<file path="src/rtl/core/mre_pkg.sv">
// Shared types and constants of the mini RISC instruction executor.
// Holds the decoded micro-op and result formats used by front, queue and back.
// No dependencies.
package mre_pkg;

	localparam int DATA_WORDS = 256;
	// The load index wraps by masking, so DATA_WORDS is kept a power of two.
	localparam int DMEM_AW = $clog2(DATA_WORDS);
	localparam int NUM_REGS = 8;
	localparam int RF_AW = $clog2(NUM_REGS);
	localparam int QUEUE_DEPTH = 2;
	localparam int QPTR_W = (QUEUE_DEPTH > 1) ? $clog2(QUEUE_DEPTH) : 1;
	localparam int QCNT_W = $clog2(QUEUE_DEPTH + 1);

	localparam int S_TDATA_W = 32;
	localparam int M_TDATA_W = 24;

	localparam logic [3:0] OPC_RTYPE = 4'd0;
	localparam logic [3:0] OPC_J = 4'd2;
	localparam logic [3:0] OPC_ADDI = 4'd4;
	localparam logic [3:0] OPC_BEQ = 4'd8;
	localparam logic [3:0] OPC_LW = 4'd11;
	localparam logic [3:0] OPC_SW = 4'd15;

	localparam logic [2:0] FN_ADD = 3'd0;
	localparam logic [2:0] FN_SUB = 3'd2;
	localparam logic [2:0] FN_AND = 3'd4;
	localparam logic [2:0] FN_OR = 3'd5;

	typedef enum logic [3:0] {
		K_ALU,
		K_JUMP,
		K_ADDI,
		K_BEQ,
		K_LOAD,
		K_STORE,
		K_NOP,
		K_HALT,
		K_PRELOAD
	} kind_t;

	typedef enum logic [2:0] {
		ALU_ADD,
		ALU_SUB,
		ALU_AND,
		ALU_OR,
		ALU_ZERO
	} alu_op_t;

	typedef struct packed {
		kind_t kind;
		alu_op_t alu_op;
		logic [RF_AW-1:0] rs;
		logic [RF_AW-1:0] rt;
		logic [RF_AW-1:0] rd;
		logic [5:0] imm;
		logic [7:0] jaddr;
		logic [7:0] ld_addr;
		logic [7:0] ld_value;
	} uop_t;

	typedef struct packed {
		logic [7:0] next_pc;
		logic halted;
		logic overflow_fault;
		logic reg_written;
		logic [RF_AW-1:0] dest_reg;
		logic [7:0] dest_value;
	} res_t;

endpackage

</file>
<file path="src/rtl/core/mre_front.sv">
// Front end: takes input transactions and classifies them into micro-ops.
// Depends on mre_pkg; feeds mre_queue.
module mre_front import mre_pkg::*; (
	input  logic                 s_tvalid,
	output logic                 s_tready,
	input  logic [S_TDATA_W-1:0] s_tdata,  // instr_word[15:0], load_addr[23:16], load_value[31:24]
	input  logic                 s_tuser,  // func
	output logic                 push_valid,
	input  logic                 push_ready,
	output uop_t                 push_uop
);

	logic [15:0] word;
	logic [3:0]  opcode;

	assign word = s_tdata[15:0];
	assign opcode = word[15:12];
	assign s_tready = push_ready;
	assign push_valid = s_tvalid;

	always_comb begin
		push_uop = '0;
		push_uop.rs = word[11:9];
		push_uop.rt = word[8:6];
		push_uop.rd = word[5:3];
		push_uop.imm = word[5:0];
		push_uop.jaddr = word[7:0];
		push_uop.ld_addr = s_tdata[23:16];
		push_uop.ld_value = s_tdata[31:24];
		push_uop.alu_op = ALU_ZERO;
		unique case (word[2:0])
			FN_ADD: push_uop.alu_op = ALU_ADD;
			FN_SUB: push_uop.alu_op = ALU_SUB;
			FN_AND: push_uop.alu_op = ALU_AND;
			FN_OR: push_uop.alu_op = ALU_OR;
			default: push_uop.alu_op = ALU_ZERO;
		endcase
		if (s_tuser) begin
			push_uop.kind = K_PRELOAD;
		end else if (word == 16'h0000) begin
			push_uop.kind = K_HALT;
		end else begin
			unique case (opcode)
				OPC_RTYPE: push_uop.kind = K_ALU;
				OPC_J: push_uop.kind = K_JUMP;
				OPC_ADDI: push_uop.kind = K_ADDI;
				OPC_BEQ: push_uop.kind = K_BEQ;
				OPC_LW: push_uop.kind = K_LOAD;
				OPC_SW: push_uop.kind = K_STORE;
				default: push_uop.kind = K_NOP;
			endcase
		end
	end

endmodule

</file>
<file path="src/rtl/core/mre_queue.sv">
// Short micro-op queue between the front end and the execution back end.
// Depends on mre_pkg.
module mre_queue import mre_pkg::*; (
	input  logic clk,
	input  logic arst_n,
	input  logic push_valid,
	output logic push_ready,
	input  uop_t push_uop,
	output logic pop_valid,
	input  logic pop_ready,
	output uop_t pop_uop
);

	uop_t              slot_q [QUEUE_DEPTH];
	logic [QPTR_W-1:0] wr_ptr_q;
	logic [QPTR_W-1:0] rd_ptr_q;
	logic [QCNT_W-1:0] count_q;
	logic              do_push;
	logic              do_pop;

	assign push_ready = (count_q != QCNT_W'(QUEUE_DEPTH));
	assign pop_valid = (count_q != '0);
	assign pop_uop = slot_q[rd_ptr_q];
	assign do_push = push_valid && push_ready;
	assign do_pop = pop_valid && pop_ready;

	function automatic logic [QPTR_W-1:0] wrap_inc(input logic [QPTR_W-1:0] p);
		if (p == QPTR_W'(QUEUE_DEPTH - 1))
			return '0;
		return p + 1'b1;
	endfunction

	always_ff @(posedge clk or negedge arst_n) begin
		if (!arst_n) begin
			wr_ptr_q <= '0;
			rd_ptr_q <= '0;
			count_q <= '0;
		end else begin
			if (do_push)
				wr_ptr_q <= wrap_inc(wr_ptr_q);
			if (do_pop)
				rd_ptr_q <= wrap_inc(rd_ptr_q);
			if (do_push && !do_pop)
				count_q <= count_q + 1'b1;
			else if (do_pop && !do_push)
				count_q <= count_q - 1'b1;
		end
	end

	always_ff @(posedge clk) begin
		if (do_push)
			slot_q[wr_ptr_q] <= push_uop;
	end

endmodule

</file>
<file path="src/rtl/core/mre_back.sv">
// Execution back end: register file, data memory, pc and halt state.
// Stage 1 reads registers, stage 2 holds the result and performs writeback.
// Depends on mre_pkg; fed by mre_queue.
module mre_back import mre_pkg::*; (
	input  logic clk,
	input  logic arst_n,
	input  logic q_valid,
	input  uop_t q_uop,
	output logic q_pop,
	output logic m_tvalid,
	input  logic m_tready,
	output res_t res
);

	// Architectural state.
	logic [7:0]            rf_q [NUM_REGS];
	logic [NUM_REGS-1:0]   rf_vld_q;
	logic [7:0]            dmem_q [DATA_WORDS];
	logic [DATA_WORDS-1:0] dmem_vld_q;
	logic [7:0]            pc_q;
	logic                  halt_q;

	// Stage 1: micro-op with registered register-file reads.
	logic       valid_s1;
	uop_t       uop_s1;
	logic [7:0] ra_s1;
	logic [7:0] rb_s1;
	logic       ra_vld_s1;
	logic       rb_vld_s1;
	logic       ra_byp_s1;
	logic       rb_byp_s1;
	logic [7:0] byp_val_s1;

	// Stage 2: result waiting for the output transaction.
	logic       valid_s2;
	logic [7:0] pc_s2;
	logic       halted_s2;
	logic       ovf_s2;
	logic       wr_s2;
	logic       is_load_s2;
	logic [RF_AW-1:0] dst_s2;
	logic [7:0] val_s2;
	logic [7:0] mrd_s2;
	logic       mrv_s2;

	logic       advance;
	logic       s1_load;
	logic [7:0] wb_value;
	logic       rf_we;

	logic [7:0] a_file;
	logic [7:0] b_file;
	logic [7:0] a;
	logic [7:0] b;
	logic [7:0] imm8;
	logic [7:0] opnd_b;
	logic       do_sub;
	logic [8:0] sum9;
	logic       ovf_arith;
	logic       ovf;
	logic [7:0] alu_r;
	logic [8:0] seq9;
	logic [9:0] br10;
	logic [9:0] target10;
	logic       taken;

	logic       nxt_halt;
	logic [7:0] nxt_pc;
	logic       nxt_ovf;
	logic       nxt_wr;
	logic       nxt_load;
	logic [RF_AW-1:0] nxt_dst;
	logic [7:0] nxt_val;

	logic       dmem_we;
	logic [DMEM_AW-1:0] dmem_waddr;
	logic [7:0] dmem_wdata;
	logic [DMEM_AW-1:0] ld_idx;

	assign advance = !valid_s2 || m_tready;
	assign s1_load = !valid_s1 || advance;
	assign q_pop = s1_load;

	assign wb_value = is_load_s2 ? (mrv_s2 ? mrd_s2 : 8'h00) : val_s2;
	assign rf_we = valid_s2 && m_tready && wr_s2;

	// Operands: stage 2 holds the newest value, then the write seen at read time.
	assign a_file = ra_byp_s1 ? byp_val_s1 : (ra_vld_s1 ? ra_s1 : 8'h00);
	assign b_file = rb_byp_s1 ? byp_val_s1 : (rb_vld_s1 ? rb_s1 : 8'h00);
	assign a = (valid_s2 && wr_s2 && dst_s2 == uop_s1.rs) ? wb_value : a_file;
	assign b = (valid_s2 && wr_s2 && dst_s2 == uop_s1.rt) ? wb_value : b_file;

	assign imm8 = {{2{uop_s1.imm[5]}}, uop_s1.imm};
	assign opnd_b = (uop_s1.kind == K_ALU || uop_s1.kind == K_BEQ) ? b : imm8;
	assign do_sub = (uop_s1.kind == K_BEQ) ||
		(uop_s1.kind == K_ALU && uop_s1.alu_op == ALU_SUB);
	assign sum9 = do_sub ? ({a[7], a} - {opnd_b[7], opnd_b}) :
		({a[7], a} + {opnd_b[7], opnd_b});
	assign ovf_arith = sum9[8] ^ sum9[7];
	assign ld_idx = sum9[DMEM_AW-1:0];

	always_comb begin
		case (uop_s1.kind) inside
			K_ALU: ovf = ovf_arith &&
				(uop_s1.alu_op == ALU_ADD || uop_s1.alu_op == ALU_SUB);
			K_ADDI, K_BEQ, K_LOAD, K_STORE: ovf = ovf_arith;
			default: ovf = 1'b0;
		endcase
		unique case (uop_s1.alu_op)
			ALU_ADD, ALU_SUB: alu_r = sum9[7:0];
			ALU_AND: alu_r = a & b;
			ALU_OR: alu_r = a | b;
			default: alu_r = 8'h00;
		endcase
	end

	assign seq9 = {1'b0, pc_q} + 9'd1;
	assign br10 = {2'b00, pc_q} + {{4{uop_s1.imm[5]}}, uop_s1.imm} + 10'd1;
	assign taken = (uop_s1.kind == K_BEQ) && (sum9[7:0] == 8'h00);
	assign target10 = (uop_s1.kind == K_JUMP) ? {2'b00, uop_s1.jaddr} :
		(taken ? br10 : {1'b0, seq9});

	always_comb begin
		nxt_halt = halt_q;
		nxt_pc = pc_q;
		nxt_ovf = 1'b0;
		nxt_wr = 1'b0;
		nxt_load = 1'b0;
		nxt_dst = '0;
		nxt_val = 8'h00;
		dmem_we = 1'b0;
		dmem_waddr = uop_s1.ld_addr[DMEM_AW-1:0];
		dmem_wdata = uop_s1.ld_value;
		if (uop_s1.kind == K_PRELOAD) begin
			dmem_we = ({1'b0, uop_s1.ld_addr} < 9'(DATA_WORDS));
		end else if (uop_s1.kind == K_HALT || halt_q) begin
			nxt_halt = 1'b1;
		end else if (ovf) begin
			nxt_halt = 1'b1;
			nxt_ovf = 1'b1;
		end else begin
			case (uop_s1.kind)
				K_ALU: begin
					nxt_wr = 1'b1;
					nxt_dst = uop_s1.rd;
					nxt_val = alu_r;
				end
				K_ADDI: begin
					nxt_wr = 1'b1;
					nxt_dst = uop_s1.rt;
					nxt_val = sum9[7:0];
				end
				K_LOAD: begin
					nxt_wr = 1'b1;
					nxt_load = 1'b1;
					nxt_dst = uop_s1.rt;
				end
				K_STORE: begin
					// Negative addresses and addresses past the memory are dropped.
					dmem_we = !sum9[7] && ({1'b0, sum9[7:0]} < 9'(DATA_WORDS));
					dmem_waddr = sum9[DMEM_AW-1:0];
					dmem_wdata = b;
				end
				default: ;
			endcase
			if (target10[9:8] != 2'b00)
				nxt_halt = 1'b1;
			else
				nxt_pc = target10[7:0];
		end
		if (!(valid_s1 && advance))
			dmem_we = 1'b0;
	end

	always_ff @(posedge clk or negedge arst_n) begin
		if (!arst_n) begin
			valid_s1 <= 1'b0;
			valid_s2 <= 1'b0;
			pc_q <= '0;
			halt_q <= 1'b0;
			rf_vld_q <= '0;
			dmem_vld_q <= '0;
		end else begin
			if (s1_load)
				valid_s1 <= q_valid;
			if (advance)
				valid_s2 <= valid_s1;
			if (valid_s1 && advance) begin
				pc_q <= nxt_pc;
				halt_q <= nxt_halt;
			end
			if (rf_we)
				rf_vld_q[dst_s2] <= 1'b1;
			if (dmem_we)
				dmem_vld_q[dmem_waddr] <= 1'b1;
		end
	end

	always_ff @(posedge clk) begin
		if (rf_we)
			rf_q[dst_s2] <= wb_value;
		if (s1_load) begin
			uop_s1 <= q_uop;
			ra_s1 <= rf_q[q_uop.rs];
			rb_s1 <= rf_q[q_uop.rt];
			ra_vld_s1 <= rf_vld_q[q_uop.rs];
			rb_vld_s1 <= rf_vld_q[q_uop.rt];
			ra_byp_s1 <= rf_we && (dst_s2 == q_uop.rs);
			rb_byp_s1 <= rf_we && (dst_s2 == q_uop.rt);
			byp_val_s1 <= wb_value;
		end
	end

	always_ff @(posedge clk) begin
		if (dmem_we)
			dmem_q[dmem_waddr] <= dmem_wdata;
		if (advance) begin
			mrd_s2 <= dmem_q[ld_idx];
			mrv_s2 <= dmem_vld_q[ld_idx];
			pc_s2 <= nxt_pc;
			halted_s2 <= nxt_halt;
			ovf_s2 <= nxt_ovf;
			wr_s2 <= nxt_wr;
			is_load_s2 <= nxt_load;
			dst_s2 <= nxt_dst;
			val_s2 <= nxt_val;
		end
	end

	assign m_tvalid = valid_s2;
	assign res.next_pc = pc_s2;
	assign res.halted = halted_s2;
	assign res.overflow_fault = ovf_s2;
	assign res.reg_written = wr_s2;
	assign res.dest_reg = dst_s2;
	assign res.dest_value = wr_s2 ? wb_value : 8'h00;

`ifndef ASSERT_OFF
	a_ovf_halts: assert property (@(posedge clk) disable iff (!arst_n)
		valid_s2 && ovf_s2 |-> halted_s2 && !wr_s2)
		else $error("overflow result without halt or with a register write");

	a_halt_sticks: assert property (@(posedge clk) disable iff (!arst_n)
		halt_q |=> halt_q)
		else $error("halt flag cleared without reset");

	a_halt_pc_frozen: assert property (@(posedge clk) disable iff (!arst_n)
		halt_q |=> $stable(pc_q))
		else $error("pc moved while halted");

	a_no_store_halted: assert property (@(posedge clk) disable iff (!arst_n)
		dmem_we && (uop_s1.kind != K_PRELOAD) |-> !halt_q)
		else $error("store executed while halted");
`endif

endmodule

</file>
<file path="src/rtl/core/mini_risc_instruction_executor.sv">
// Top level of the mini RISC instruction executor.
// Instantiates mre_front, mre_queue and mre_back; depends on mre_pkg.
//
// Usage:
// The slave channel takes one transaction per item: tuser is the function
// (execute the instruction word, or preload one data memory byte), tdata
// carries the instruction word, preload address and preload byte.
// The master channel returns exactly one result transaction per item, in
// order: next pc, halted, overflow fault, register-written flag, destination
// register and destination value.
// Throughput is one item per cycle while the receiver does not stall. A
// result passes through the micro-op queue and the register read stage;
// the result register then holds it until it is taken. Register
// forwarding and a registered data memory read keep dependent instructions
// and loads at that rate.
// Reset clears the pc, the halt flag and the valid bits of the register file
// and data memory, so every register and byte reads as zero right away.
// When the receiver stalls, the back end holds its result and stops; the
// two-entry queue fills and then tready on the slave side drops.
module mini_risc_instruction_executor import mre_pkg::*; (
	input  logic                 clk,
	input  logic                 arst_n,
	input  logic                 s_tvalid,
	output logic                 s_tready,
	input  logic [S_TDATA_W-1:0] s_tdata,  // instr_word[15:0], load_addr[23:16], load_value[31:24]
	input  logic                 s_tuser,  // func
	output logic                 m_tvalid,
	input  logic                 m_tready,
	output logic [M_TDATA_W-1:0] m_tdata   // next_pc[7:0], halted[8], overflow_fault[9],
	                                       // reg_written[10], dest_reg[13:11],
	                                       // dest_value[21:14], zero[23:22]
);

	logic push_valid;
	logic push_ready;
	uop_t push_uop;
	logic pop_valid;
	logic pop_ready;
	uop_t pop_uop;
	res_t res;

	mre_front u_front (
		.s_tvalid   (s_tvalid),
		.s_tready   (s_tready),
		.s_tdata    (s_tdata),
		.s_tuser    (s_tuser),
		.push_valid (push_valid),
		.push_ready (push_ready),
		.push_uop   (push_uop)
	);

	mre_queue u_queue (
		.clk        (clk),
		.arst_n     (arst_n),
		.push_valid (push_valid),
		.push_ready (push_ready),
		.push_uop   (push_uop),
		.pop_valid  (pop_valid),
		.pop_ready  (pop_ready),
		.pop_uop    (pop_uop)
	);

	mre_back u_back (
		.clk      (clk),
		.arst_n   (arst_n),
		.q_valid  (pop_valid),
		.q_uop    (pop_uop),
		.q_pop    (pop_ready),
		.m_tvalid (m_tvalid),
		.m_tready (m_tready),
		.res      (res)
	);

	assign m_tdata = {2'b00, res.dest_value, res.dest_reg, res.reg_written,
		res.overflow_fault, res.halted, res.next_pc};

endmodule
</file>
<file path="config.mk">
export PLATFORM = sky130hd
export DESIGN_NAME = mini_risc_instruction_executor
export DESIGN_NICKNAME = d
export VERILOG_FILES = /design/src/rtl/core/mre_pkg.sv /design/src/rtl/core/mre_front.sv /design/src/rtl/core/mre_queue.sv /design/src/rtl/core/mre_back.sv /design/src/rtl/core/mini_risc_instruction_executor.sv
export SDC_FILE = /design/constraint.sdc
export NUM_CORES = 2
export LEC_CHECK = 0
export BUFFER_PORTS_ARGS = -buffer_cell sky130_fd_sc_hd__buf_2
export CAP_MARGIN = 5
export CORE_MARGIN = 5
export CORE_UTILIZATION = 35
export CTS_BUF_LIST = sky130_fd_sc_hd__clkbuf_8
export DETAILED_ROUTE_END_ITERATION = 12
export HOLD_SLACK_MARGIN = 0.05
export PLACE_DENSITY_LB_ADDON = 0.1
export SLEW_MARGIN = 20
export SYNTH_ARGS = -nofsm -noshare
export SYNTH_HDL_FRONTEND = slang
export SYNTH_SLANG_ARGS = --single-unit
</file>
<file path="constraint.sdc">
create_clock -name clk -period 30.5 [get_ports clk]
set_input_delay 1.525 -clock clk [delete_from_list [all_inputs] [get_ports clk]]
set_output_delay 1.525 -clock clk [all_outputs]
set_load 0.05 [all_outputs]
</file>
==> flow_metrics.py <==
metrics = {
    "routing": {
        "antenna_left": 0,
        "drc": 0,
        "via_per_inst": 5.55,
        "drt_iter0_markers": 6832,
        "wl_mm": 357,
        "wl_per_cell_um": 29.7,
        "dr_total_vias": 66800,
        "dr.pass1.iters": 6,
    },
    "clock_tree": {
        "clockBufferDepth": 4,
        "cts-root-buf": "clkbuf_8",
        "cts_setup_buffers": 0,
        "clk_latency_ns": 1.14,
        "htree_levels": 5,
        "ctsHoldBuffers": 0,
        "cts_buffers": 446,
        "cts_resized": 0,
        "clock_sinks": 2556,
        "cts_tree": "built",
        "clkTransAtPathRegs_ns": 0.06,
    },
    "placement": {
        "gp_congestion": 0.818,
        "io_buffer_count": 60,
        "dp.final_hpwl_mm": 215,
        "post-place-ws_ns": 20.54,
        "placed_area_sq_um": 110000,
    },
    "final_layout": {
        "stdcell_area_sq_um": 119000,
        "drive_above_1_share_pct": 14.0,
        "final_nets": 7789,
        "syn_to_final_growth_pct": 13.6,
        "n_fill_cell": 27900,
    },
    "worst_setup_path": {
        "slowest_stage": "a221oi_1",
        "start_kind": "register",
        "crit_family": "buffers and inverters",
        "critPathMaxStageDelay_ns": 0.85,
        "path_max_fanout": 68,
        "cp.arrival_ns": 10.80,
        "cp_common_cell": "buf_4",
        "endpoint_kind": "register",
        "path_buf_inv": 6,
        "setup.worst_path.class": "register to register",
        "crit_required_ns": 31.24,
    },
    "sta": {
        "hold_violations": 0,
        "clock_skew_ns": 0.0732,
        "drv_slew": 0,
        "setup_tns_ns": 0,
        "grt_setup_unrepaired": "no",
        "hold_ws_ns": 0.452,
        "worst_pin_slew_ns": 1.20,
        "period_needed_ns": 10.06,
        "max_freq_mhz": 99.4,
        "setup_viol": 0,
        "relSlewSlack_pct": 19.4,
        "min_period_over_period_pct": 33.0,
        "timing.final.ws_setup_ns": 20.44,
    },
    "synthesis": {
        "synth-simple-area-share_pct": 9.70,
        "async_flop_share_pct": 10.9,
        "ys_seq_area_share_pct": 72.1,
        "ys.warnings.count": 0,
        "synth_area_per_cell_sq_um": 13.9,
        "synth_compound_area_share_pct": 8.76,
        "yosys.area_share.adder_pct": 0.330,
        "ys_ff_latch": 2556,
        "synth-main-ff-cell": "edfxtp_1",
        "synth_area_sq_um": 105000,
        "synth_xor_xnor_area_share_pct": 0.498,
        "synth_top_family_by_area": "simple AND/OR/NAND/NOR gates",
        "yosysUniqueCellTypes": 84,
        "netlist_instances": 7522,
        "synth_mux_area_share_pct": 6.38,
        "synth_edf_count": 2277,
    },
    "grt": {
        "antenna_found_initial": 18,
        "grt_pass1_wl_mm": 506,
        "grt_max_degree": 116,
        "grt.total_usage_pct": 22.4,
        "grt_pass1_vias": 66500,
        "grt_overflow_total": 0,
    },
    "run": {
        "drv_cap": 0,
    },
    "floorplanning": {
        "rows": 200,
        "die-height_um": 557,
        "start_util_pct": 35.2,
        "io_pins": 63,
        "fp.dieArea_sq_um": 310000,
        "die_w_um": 557,
        "core_sq_um": 297000,
    },
    "hold_path": {
        "min_path_type": "register to register",
    },
    "status": {
        "status": "complete, no violations",
    },
}
## cells in the final DEF (no fill, tap or decap), types with 14 or more instances in the layout
cell type / n
dfrtp_1: 278
nor3_1: 104
buf_2: 60
or2_2: 19
ha_1: 18
mux2_2: 51
a211oi_1: 18
a31oi_1: 34
a21oi_1: 386
edfxtp_1: 2277
o21ai_0: 156
mux2i_1: 543
o21bai_1: 201
inv_1: 181
mux4_2: 22
nor3_2: 107
nor4_1: 114
clkinv_2: 43
a32oi_1: 95
xnor2_1: 25
nand4_1: 58
clkbuf_8: 463
nand3_1: 368
nand2b_1: 26
xor2_1: 21
a221oi_1: 27
clkinv_1: 102
o41ai_1: 14
nor2_1: 185
a22oi_1: 24
o22ai_1: 217
a21o_1: 94
nor2b_1: 25
or3_1: 20
nand2_1: 1172
buf_4: 233
## routing by layer
| metal | routed length [um] | vias to the layer above | part of all wire, % | GRT usage [%] |
|---|---|---|---|---|
| li1 | - | 29100 | - | - |
| met1 | 160000 | 34700 | 45 | 32.2 |
| met2 | 164000 | 2399 | 46 | 35.4 |
| met3 | 22800 | 543 | 6.4 | 3.60 |
| met4 | 10000 | 0 | 2.8 | 6.03 |
| met5 | 0 | - | 0 | 0 |
## sequential cells by signal, indices dropped and copies added, names as in the netlist, 2 cells and up
| register | cells |
|---|---|
| u_back.mrd_s2 | 8 |
| u_back.byp_val_s1 | 8 |
| u_queue.slot_q | 70 |
| u_back.rf_vld_q | 8 |
| u_back.rb_s1 | 8 |
| u_back.dst_s2 | 3 |
| u_back.pc_q | 8 |
| u_back.dmem_q | 2048 |
| u_back.pc_s2 | 8 |
| u_back.uop_s1 | 35 |
| u_queue.count_q | 2 |
| u_back.dmem_vld_q | 256 |
| u_back.rf_q | 64 |
| u_back.val_s2 | 8 |
| u_back.ra_s1 | 8 |
## through the flow
stage | std cells | utilization [%]
2_1_floorplan | 7523 | -
3_3_place_gp | 11200 | 37.0
3_5_place_dp | 11200 | 37.2
4_1_cts | 12000 | 39.9
5_1_grt | 12000 | 40.0
6_report | 12000 | 40.0
## final timing paths
check                      cells after the start  slack (ns)                endpoint              startpoint
min                                            1        0.45  u_back.dmem_vld_q[111]  u_back.dmem_vld_q[111]
max in group asynchronous                      2       28.38   u_back.dmem_vld_q[55]                  arst_n
max reg2reg                                   25       20.44    u_back.dmem_q[42][0]            u_back.wr_s2
min reg2reg                                    1        0.45  u_back.dmem_vld_q[111]  u_back.dmem_vld_q[111]
max                                           25       20.44    u_back.dmem_q[42][0]            u_back.wr_s2
min in group asynchronous                      1        0.48         u_back.valid_s1                  arst_n
## logic make-up after synthesis
kind of cell	after synthesis
DFF	2556
and+or+nand+nor	2275
AOI/OAI and AO/OA	1399
muxes	631
buffers and inverters	575
xor gates and xnor gates	57
adders and majority gates	28
other	1
## cells in the mapped netlist (all sizes together), types with 33 or more instances
| master | number | share of area (%) |
|---|---|---|
| a21o | 94 | 0.68 |
| a21oi | 389 | 1.9 |
| a31oi | 35 | 0.21 |
| a32oi | 95 | 0.80 |
| buf | 201 | 0.91 |
| clkbuf | 339 | 1.2 |
| dfrtp | 279 | 6.7 |
| edfxtp | 2277 | 65 |
| inv | 33 | 0.12 |
| mux2 | 56 | 0.60 |
| mux2i | 553 | 5.3 |
| nand2 | 1179 | 4.2 |
| nand2b | 33 | 0.20 |
| nand3 | 369 | 1.8 |
| nand4 | 58 | 0.35 |
| nor2 | 196 | 0.71 |
| nor3 | 211 | 1.0 |
| nor4 | 123 | 0.76 |
| o21ai | 160 | 0.77 |
| o21bai | 201 | 1.4 |
| o22ai | 217 | 1.3 |
## final cells by class
cell class | count | area, sq um | area share (%)
repair buffers | 301 | 2200 | 1.86
inverters | 35 | 131 | 0.111
diodes | 11 | 27.5 | 0.0232
clock buffers | 463 | 6370 | 5.37
clock inverters | 326 | 1770 | 1.49
well taps | 3939 | 4930 | 4.15
flip-flops and latches | 2556 | 75400 | 63.5
multi-input cells | 4392 | 28000 | 23.5
Power is left out: the tool's default activity adds up to more than one toggle a clock period on the data nets, which glitch-free logic cannot reach.
